==> src/design/qfir_pkg.sv <==
// Shared constants, types and control structs of the Q15 FIR filter.
// No dependencies; every other file of the block imports this package.
package qfir_pkg;

   // Filter geometry
   localparam int TAPS           = 32;
   localparam int SAMPLE_W       = 16;
   localparam int COEF_W         = 16;
   localparam int PROD_W         = SAMPLE_W + COEF_W;
   localparam int COEFS_PER_WORD = 4;
   localparam int NUM_COEF_WORDS = 8;

   // Adder tree depth, leaves padded up to a power of two
   localparam int LEVELS = (TAPS > 1) ? $clog2(TAPS) : 1;
   localparam int LEAVES = 1 << LEVELS;
   localparam int ACC_W  = PROD_W + LEVELS;

   // Rounding and saturation
   localparam int QSHIFT     = 15;
   localparam int ROUND_BIAS = 1 << (QSHIFT - 1);
   localparam int SAT_MAX    = 32767;
   localparam int SAT_MIN    = -32768;

   // Register port
   localparam int CSR_DATA_W  = 64;
   localparam int WORD_IDX_W  = $clog2(NUM_COEF_WORDS);
   localparam int BYTE_OFF_W  = $clog2(CSR_DATA_W / 8);
   localparam int CSR_ADDR_W  = WORD_IDX_W + BYTE_OFF_W;

   typedef logic signed [SAMPLE_W-1:0] sample_type;
   typedef logic signed [COEF_W-1:0]   coef_type;
   typedef logic signed [PROD_W-1:0]   prod_type;
   typedef logic signed [ACC_W-1:0]    acc_type;
   typedef logic [CSR_DATA_W-1:0]      coef_word_type;
   typedef logic [CSR_ADDR_W-1:0]      csr_addr_type;
   typedef logic [WORD_IDX_W-1:0]      word_idx_type;

   // Control handed to each tap cell
   typedef struct packed {
      logic load;   // a beat is taken this cycle
      logic clear;  // history is zero for this beat
   } cell_ctrl_type;

endpackage

==> src/design/qfir_round_sat.sv <==
// Output stage: round by half an LSB, shift right by 15, saturate to 16 bits.
// Holds the result beat in the output register. Depends on qfir_pkg.
module qfir_round_sat (
   input  logic                 clock,
   input  logic                 reset,
   input  logic                 advance,
   input  logic                 valid_in,
   input  qfir_pkg::acc_type    sum_in,
   output logic                 valid_out,
   output qfir_pkg::sample_type filtered_out
);
   import qfir_pkg::*;

   localparam int BIASED_W = ACC_W + 1;
   localparam int SHIFT_W  = BIASED_W - QSHIFT;

   logic signed [BIASED_W-1:0] biased;
   logic signed [SHIFT_W-1:0]  shifted;
   sample_type                 filtered_in;
   sample_type                 filtered_ff;
   logic                       valid_ff;

   // round, floor shift, clamp
   always_comb begin
      biased  = BIASED_W'(sum_in) + BIASED_W'(ROUND_BIAS);
      shifted = SHIFT_W'(biased >>> QSHIFT);
      if (shifted > SHIFT_W'(SAT_MAX)) begin
         filtered_in = SAMPLE_W'(SAT_MAX);
      end else if (shifted < SHIFT_W'(SAT_MIN)) begin
         filtered_in = SAMPLE_W'(SAT_MIN);
      end else begin
         filtered_in = shifted[SAMPLE_W-1:0];
      end
   end

   always_ff @(posedge clock) begin
      if (reset) begin
         valid_ff <= 1'b0;
      end else if (advance) begin
         valid_ff <= valid_in;
      end
   end

   always_ff @(posedge clock) begin
      if (advance) begin
         filtered_ff <= filtered_in;
      end
   end

   assign valid_out    = valid_ff;
   assign filtered_out = filtered_ff;

endmodule

==> config.mk <==
export PLATFORM = sky130hd
export DESIGN_NAME = qfir_round_sat
export DESIGN_NICKNAME = d
export VERILOG_FILES = /design/src/design/qfir_pkg.sv /design/src/design/qfir_round_sat.sv
export SDC_FILE = /design/constraint.sdc
export NUM_CORES = 1
export LEC_CHECK = 0
export BUFFER_PORTS_ARGS = -buffer_cell sky130_fd_sc_hd__clkbuf_2
export CAP_MARGIN = 20
export CORE_UTILIZATION = 47
export DETAILED_ROUTE_END_ITERATION = 8
export HOLD_SLACK_MARGIN = 0.12
export PLACE_DENSITY = 0.87
export SYNTH_ARGS = -nofsm -noshare
export SYNTH_HDL_FRONTEND = slang
export SYNTH_SLANG_ARGS = --single-unit
==> constraint.sdc <==
create_clock -name clock -period 2.66 [get_ports clock]
set_clock_uncertainty 0.1 [all_clocks]
set_input_delay 0.266 -clock clock [delete_from_list [all_inputs] [get_ports clock]]
set_output_delay 0.266 -clock clock [all_outputs]
set_load 0.02 [all_outputs]
==> impl_metrics.json <==
{
  "synth_cell_type_count": 39,
  "final.fill_count": 223,
  "final.setup.worst_slack_ps": 345,
  "cap_violations": 0,
  "timing.setup.tns_ps": 0,
  "grt_pass1_wl_um": 4470,
  "dp.cells": 197,
  "clkPwrFrac_pct": 20.3,
  "synthArstFlopShare_pct": 0,
  "finalNonFillerCells": 202,
  "die_x_um": 54.5,
  "final_cell_mix": "clkbuf_2 (43), edfxtp_1 (16), xnor2_1 (13), nand4_1 (11), o21ai_2 (9)",
  "wirelength_um": 2870,
  "layout-drive-gt1-share_pct": 41.3,
  "dr.pass1.iters": 4,
  "switchingPower_mw": 0.185,
  "crit_fanout": 14,
  "p_comb_share_pct": 28.0,
  "syn2layout_area_growth_pct": 23.6,
  "grt_max_degree": 18,
  "synth_ff_type": "edfxtp_1",
  "start_kind": "input pin",
  "synth.top_cell.area_share_pct": 37.1,
  "post_cts_resized": 0,
  "pre_cts_ws_ps": 29.7,
  "htreeDepth": 1,
  "worstSetupEndpointType": "register",
  "pwr-share-seq_pct": 51.6,
  "nets": 215,
  "portBuffers": 43,
  "worst_ep_required_time_ps": 2570,
  "drv_slew": 0,
  "ant_nets": 0,
  "hold_viol_final": 0,
  "grt_overflow": 0,
  "rsz0062_at_grt": "no",
  "drt_iter0_markers": 19,
  "leakagePower_nw": 0.591,
  "yosys_warnings": 0,
  "worst_slew_pin_slew_ps": 507,
  "avgRoutedWirePerCell_um": 14.2,
  "p_per_area_nw_per_um2": 392,
  "arrival_ps": 2230,
  "final_common_cell": "clkbuf_2",
  "switching_share_pct": 29.6,
  "io_pins": 58,
  "clk_latency_ps": 270,
  "post-route-drc-count": 0,
  "cts_tree": "yes",
  "die-area_um2": 2970,
  "synth-seq-cells": 17,
  "cts_root_buf": "clkbuf_4",
  "clock-sinks": 17,
  "synth_seq_area_share_pct": 38.6,
  "grt_pass1_vias": 1052,
  "netlist_area_um2": 1290,
  "slew_headroom_pct": 65.9,
  "status": "finished, final reports clean",
  "clock_path_buffers": 2,
  "vias_per_cell": 5.79,
  "synth_area_leader_cell": "edfxtp_1",
  "synth_nets": 165,
  "dieHeight_um": 54.5,
  "grt_antenna_before_repair": 0,
  "fin_total_pwr_mw": 0.627,
  "clkTransAtPathRegs_ps": 80,
  "core_um2": 2540,
  "via_count": 1169,
  "syn_avg_cell_area_um2": 10.5,
  "min_period_ps": 2310,
  "peakVddDrop_uv": 330,
  "worstSetupPathType": "in2reg",
  "initial_core_util_pct": 50.9,
  "fin_crit_sh_pct": 87.0,
  "internal_power_mw": 0.442,
  "fmax_ghz": 0.432,
  "dp_hpwl_um": 2360,
  "fp-row-count": 18,
  "synth_edf_count": 16,
  "num_antenna_cells": 0,
  "postSynthCellCount": 123,
  "cts_buffers": 3,
  "place.gp.congestion": 0.913,
  "setup_viol": 0,
  "synthTopCellsByArea": "edfxtp_1 (37%), xnor2_1 (8.8%), o21ai_2 (6.1%), nand4_1 (5.3%), xor2_1 (4.1%)",
  "grt.total_usage_pct": 20.9,
  "hold_class": "in2reg"
}
## cell usage after synthesis (all sizes together) (3+ instances only)
cell    count
xnor2      13
nand2       6
xor2        6
nand3       6
nor3        6
nor4        5
a21boi      3
nand4      12
nor2        9
edfxtp     16
o21ai      14
## state kept, by name, summed over array words and instances (netlist names)
signal,flops
filtered_out,16
valid_out,1
## final timing paths
path                               start                              to  slack [ps]  cells past startpoint
hold reg to reg   valid_out$_SDFFE_PP0P_          valid_out$_SDFFE_PP0P_         440                      2
setup reg to reg  valid_out$_SDFFE_PP0P_          valid_out$_SDFFE_PP0P_        1950                      2
hold / removal                  valid_in          valid_out$_SDFFE_PP0P_         160                      3
setup / recovery              sum_in[15]  filtered_out[11]$_SDFFCE_PN1P_         350                     10
## metal layers
layer / up-vias / part of all wire [%] / track usage, % / wire length, µm
met4: 0 / 1.5 / 9.83 / 44
met3: 4 / 5.7 / 0.833 / 162
met1: 539 / 42 / 24.7 / 1210
met2: 48 / 51 / 38.2 / 1460
li1: 578 / - / - / -
met5: - / 0 / 0 / 0
## logic make-up (layout without fill, tap and decap cells)
kind of cell	after synthesis	after routing	synth area share [%]
buffers and inverters	5	54	2.61
adder cells (fa/ha/maj)	1	1	0.966
AND/OR/NAND/NOR	56	56	30.0
AO/OA/AOI/OAI	24	24	14.1
flip-flops	17	17	38.6
multiplexers	1	1	0.773
XOR/XNOR	19	19	12.9
## timing repair
| action | in CTS | in global routing |
|---|---|---|
| endpoints found under the setup margin | 0 | 0 |
| hold buffers | 1 | 0 |
| buffers inserted | 0 | 0 |
| hold endpoints to repair | 1 | 0 |
## cell type report
type / instances / area, µm² / area share, %
sequential: 17 / 500 / 31.3
timing repair buffer: 48 / 268 / 16.7
multi-input combinational: 101 / 761 / 47.5
clock buffer: 4 / 26.3 / 1.64
inverter: 2 / 7.51 / 0.469
tap: 30 / 37.5 / 2.35
## critical path, stage by stage
cell      delay, ps
clkbuf_2        100
ha_1            250
nand4_1         220
nor4_4          360
xnor2_1         190
and2b_2         240
nor4b_4         130
a21boi_2        190
buf_12          170
o21ai_0         110
## power groups by stage
stage / combinational [mW] / clock [mW] / sequential (mW)
final: 0.176 / 0.127 / 0.324
after global routing: 0.192 / 0.142 / 0.327
after CTS: 0.176 / 0.133 / 0.324
after detailed placement: 0.175 / 0 / 0.331
after global placement: 0.168 / 0 / 0.329
after floorplan: 0.0662 / 0 / 0.360
## per-stage QoR
stage | util (%) | hold WS (ps) | area (µm²)
2_1_floorplan | - | 238 | 1290
3_3_place_gp | 61.5 | 325 | 1560
3_5_place_dp | 61.5 | 340 | 1560
4_1_cts | 62.9 | 171 | 1600
5_1_grt | 62.9 | 174 | 1600
6_report | 62.9 | 163 | 1600
Power figures use the tool's default switching activity.
