File: src/design/qfir_pkg.sv
// Shared constants, types and control structs of the Q15 FIR filter.
// No dependencies; every other file of the block imports this package.
package qfir_pkg;

   // Filter geometry
   localparam int TAPS           = 32;
   localparam int SAMPLE_W       = 16;
   localparam int COEF_W         = 16;
   localparam int PROD_W         = SAMPLE_W + COEF_W;
   localparam int COEFS_PER_WORD = 4;
   localparam int NUM_COEF_WORDS = 8;

   // Adder tree depth, leaves padded up to a power of two
   localparam int LEVELS = (TAPS > 1) ? $clog2(TAPS) : 1;
   localparam int LEAVES = 1 << LEVELS;
   localparam int ACC_W  = PROD_W + LEVELS;

   // Rounding and saturation
   localparam int QSHIFT     = 15;
   localparam int ROUND_BIAS = 1 << (QSHIFT - 1);
   localparam int SAT_MAX    = 32767;
   localparam int SAT_MIN    = -32768;

   // Register port
   localparam int CSR_DATA_W  = 64;
   localparam int WORD_IDX_W  = $clog2(NUM_COEF_WORDS);
   localparam int BYTE_OFF_W  = $clog2(CSR_DATA_W / 8);
   localparam int CSR_ADDR_W  = WORD_IDX_W + BYTE_OFF_W;

   typedef logic signed [SAMPLE_W-1:0] sample_type;
   typedef logic signed [COEF_W-1:0]   coef_type;
   typedef logic signed [PROD_W-1:0]   prod_type;
   typedef logic signed [ACC_W-1:0]    acc_type;
   typedef logic [CSR_DATA_W-1:0]      coef_word_type;
   typedef logic [CSR_ADDR_W-1:0]      csr_addr_type;
   typedef logic [WORD_IDX_W-1:0]      word_idx_type;

   // Control handed to each tap cell
   typedef struct packed {
      logic load;   // a beat is taken this cycle
      logic clear;  // history is zero for this beat
   } cell_ctrl_type;

endpackage

File: src/design/qfir_tap_cell.sv
// One tap of the FIR chain: holds a delay line entry and its registered product.
// Depends on qfir_pkg.
module qfir_tap_cell (
   input  logic                   clock,
   input  logic                   reset,
   input  qfir_pkg::cell_ctrl_type ctrl,
   input  qfir_pkg::sample_type   tap_in,
   input  qfir_pkg::coef_type     coef,
   output qfir_pkg::sample_type   hist_out,
   output qfir_pkg::prod_type     prod_out
);
   import qfir_pkg::*;

   sample_type hist_ff;
   sample_type hist_in;
   prod_type   prod_ff;
   prod_type   prod_in;

   // window value of this tap for the current beat
   always_comb begin
      hist_in = ctrl.clear ? '0 : tap_in;
      prod_in = PROD_W'(hist_in) * PROD_W'(coef);
   end

   // delay entry shifts only on a taken beat
   always_ff @(posedge clock) begin
      if (reset) begin
         hist_ff <= '0;
      end else if (ctrl.load) begin
         hist_ff <= hist_in;
      end
   end

   always_ff @(posedge clock) begin
      if (ctrl.load) begin
         prod_ff <= prod_in;
      end
   end

   assign hist_out = hist_ff;
   assign prod_out = prod_ff;

endmodule

File: config.mk
export PLATFORM = sky130hd
export DESIGN_NAME = qfir_tap_cell
export DESIGN_NICKNAME = d
export VERILOG_FILES = /design/src/design/qfir_pkg.sv /design/src/design/qfir_tap_cell.sv
export SDC_FILE = /design/constraint.sdc
export NUM_CORES = 1
export LEC_CHECK = 0
export BUFFER_PORTS_ARGS = -buffer_cell sky130_fd_sc_hd__buf_2
export CELL_PAD_IN_SITES_DETAIL_PLACEMENT = 0
export CELL_PAD_IN_SITES_GLOBAL_PLACEMENT = 2
export CORE_UTILIZATION = 41
export CTS_BUF_LIST = sky130_fd_sc_hd__clkbuf_2 sky130_fd_sc_hd__clkbuf_4 sky130_fd_sc_hd__clkbuf_8
export CTS_CLUSTER_DIAMETER = 100
export DETAILED_ROUTE_END_ITERATION = 10
export PLACE_DENSITY = 0.86
export RECOVER_POWER = 100
export SLEW_MARGIN = 20
export SYNTH_ARGS = -nofsm -noshare
export SYNTH_HDL_FRONTEND = slang
export SYNTH_SLANG_ARGS = --single-unit
File: constraint.sdc
create_clock -name clock -period 9.6 [get_ports clock]
set_clock_uncertainty 0.1 [all_clocks]
set_input_delay 2.88 -clock clock [delete_from_list [all_inputs] [get_ports clock]]
set_output_delay 2.88 -clock clock [all_outputs]
set_load 0.02 [all_outputs]
==> impl_metrics.env <==
export IMPL_netlist_instances=1196
export IMPL_routedWlPerCell_um=17.38
export IMPL_synth_area_mm2=0.01151
export IMPL_final_area_mm2=0.01253
export IMPL_first_pass_iters=4
export IMPL_cts_sinks=48
export IMPL_syn_area_per_cell_um2=9.623
export IMPL_antenna_found_initial=0
export IMPL_ys_flop_type="edfxtp_1"
export IMPL_rr_endpoint="hist_out[14]"
export IMPL_ff2ff_path_depth=2
export IMPL_min_period_ns=9.148
export IMPL_fin_util_pct=46.00
export IMPL_grt_pass1_wl_mm=46.07
export IMPL_synth_edf_count=32
export IMPL_rows=60
export IMPL_crit_path_end="prod_out[31]"
export IMPL_cts_buffers=5
export IMPL_fin_crit_sh_pct=95.29
export IMPL_area_growth_pct=8.915
export IMPL_gp_congestion=0.8233
export IMPL_p_leak_nw=6.278
export IMPL_max_freq_mhz=109.3
export IMPL_power_mw=3.889
export IMPL_worstReg2RegStart="hist_out[14]"
export IMPL_synth_most_common_cell="inv_1"
export IMPL_hold_violations=0
export IMPL_synth_commonest_cells="inv_1 (286), fa_1 (262), nand2_1 (138)"
export IMPL_seq_area_frac_synth_pct=11.13
export IMPL_ys_warn_count=0
export IMPL_r2r_setup_slack_ns=8.72
export IMPL_cts_tree="yes"
export IMPL_cts_max_level=2
export IMPL_critical_path_max_fanout=16
export IMPL_drc=0
export IMPL_cts_root_buf="clkbuf_8"
export IMPL_setup_viol=0
export IMPL_rsz0062_at_grt="no"
export IMPL_fin_ws_ns=0.4518
export IMPL_synth_area_leaders="fa_1 (46%), inv_1 (9.3%), ha_1 (8.9%)"
export IMPL_via_per_inst=4.873
export IMPL_initial_core_util_pct=42.23
export IMPL_cts_hold_buf=0
export IMPL_clockBufferDepth=2
export IMPL_yosys_area_top_type="fa_1"
export IMPL_dieHeight_um=169.5
export IMPL_crit_required_ns=9.57
export IMPL_hold_class="reg2reg"
export IMPL_core_mm2=0.02725
export IMPL_synth_async_reset_ratio_pct=0
export IMPL_grt_overflow_total=0
export IMPL_end_kind="register"
export IMPL_die_width_um=169.5
export IMPL_synthesis_nets=1576
export IMPL_drtAntennaViolNets=0
export IMPL_finalMaxSlewViolations=49
export IMPL_drt_total_wl_mm=28.68
export IMPL_place_area_mm2=0.01251
export IMPL_nets=1658
export IMPL_ys_ff_latch=48
export IMPL_worst_pin_slew_ns=3.041
export IMPL_post_place_ws_ns=0.2429
export IMPL_status="complete, but fails checks"
export IMPL_antenna_cells=0
export IMPL_post_dp_hpwl_mm=23.84
export IMPL_slew_headroom_pct=-102.8
export IMPL_cts_reportedPaths_clkPinSlew_ns=0.10
export IMPL_maxCapViolations=1
export IMPL_grt_max_degree=49
export IMPL_drtIter0Drc=315
export IMPL_grt_pass1_vias=8558
export IMPL_finalSetupTns_ns=0
export IMPL_portBuffers=83
export IMPL_cts_setup_buffers=0
export IMPL_layout_drive_gt1_share_pct=5.790
export IMPL_start_kind="input port"
export IMPL_clkLatencyLatePin_ns=0.31
export IMPL_fillCellCount=2720
export IMPL_track_usage_pct=21.18
export IMPL_dieArea_mm2=0.02874
export IMPL_io_pins=84
export IMPL_vias=8041
export IMPL_peakVddDrop_mv=0.6356
export IMPL_path_class="in2reg"
export IMPL_violations="max-capacitance violations, max-slew violations"
export IMPL_worstSetupStartpoint="ctrl[0]"
export IMPL_cts_resized=0
export IMPL_synth_cell_types=45
export IMPL_cp_data_arrival_time_ns=9.12
export IMPL_yosysTopAreaCellShare_pct=45.58
export IMPL_power_density_mw_per_mm2=310.3
## worst min-delay path by stage
stage | startpoint | to | slack, ns | depth (start not counted)
floorplan | hist_out[0] | hist_out[0] | 0.48 | 2
global placement | hist_out[4] | hist_out[4] | 0.37 | 2
detailed placement | hist_out[11] | hist_out[11] | 0.38 | 2
CTS | hist_out[11] | hist_out[11] | 0.41 | 2
global route | hist_out[3] | hist_out[3] | 0.44 | 2
finish | hist_out[13] | hist_out[13] | 0.40 | 2
## where the power goes
part | internal (mW) | switching (mW) | total (mW)
sequential | 0.434 | 0.0193 | 0.453
combinational | 1.38 | 1.88 | 3.26
clock | 0.103 | 0.0783 | 0.181
total | 1.91 | 1.97 | 3.89
## area by class of cell
cell class / count / area, um2 / share of cell area, %
Clock inverter: 2 / 60.06 / 0.4791
Clock buffer: 5 / 68.82 / 0.5490
Inverter: 286 / 1074 / 8.565
Timing Repair Buffer: 113 / 603.1 / 4.811
Multi-Input combinational cell: 824 / 8982 / 71.66
Tap cell: 372 / 465.4 / 3.713
Sequential cell: 48 / 1281 / 10.22
## layer usage
metal	vias to the layer above	share of wire [%]	track usage, %
li1	3693	-	-
met1	4189	41	26.77
met2	122	55	39.24
met3	37	1.8	1.586
met4	0	2.3	4.935
met5	-	0	0
## sequential cells by signal, summed over array words and instances (netlist names)
signal / count
hist_out: 16
prod_out: 32
## cells by family (layout without fill, tap and decap cells)
| family | Yosys count | after routing | synth area share, % |
|---|---|---|---|
| compound gates | 77 | 77 | 4.599 |
| xor+xnor | 35 | 35 | 2.664 |
| fa+ha+maj | 344 | 344 | 54.49 |
| buf+inv | 324 | 406 | 10.57 |
| flops | 48 | 48 | 11.13 |
| mux | 17 | 17 | 1.479 |
| simple gates | 351 | 351 | 15.07 |
## critical path: stages
cell and delay, ns:
buf_2 0.20, nor2b_1 0.55, buf_4 0.27, and2_1 0.15, fa_1 0.44, fa_1 0.51
ha_1 0.14, inv_1 0.05, fa_1 0.47, fa_1 0.51, fa_1 0.51, inv_1 0.06
ha_1 0.33, and3_2 0.22, a221oi_1 0.39, nand3_2 0.17, a31oi_1 0.53, a21oi_2 0.11
a211oi_2 0.33, o21ai_1 0.14, xnor2_1 0.14
## stage by stage
step	hold WS [ns]	std cells
finish	0.4005	1650
global route	0.4412	1650
CTS	0.4072	1650
detailed placement	0.3809	1643
global placement	0.3717	1643
floorplan	0.4835	1196
## cell usage in the layout, fill, tap and decap left out, types with 17 or more instances in the layout
cell / Yosys / routed
and2_1: 124 / 120
fa_1: 262 / 262
clkbuf_1: 36 / 52
xnor2_1: 30 / 30
a21oi_1: 22 / 22
buf_2: 0 / 35
ha_1: 82 / 82
nor2_1: 47 / 47
nand2_1: 138 / 138
inv_1: 286 / 286
mux2i_1: 17 / 17
edfxtp_1: 32 / 32
buf_4: 0 / 23
nor2b_1: 20 / 20
(Power assumes the default switching activity.)
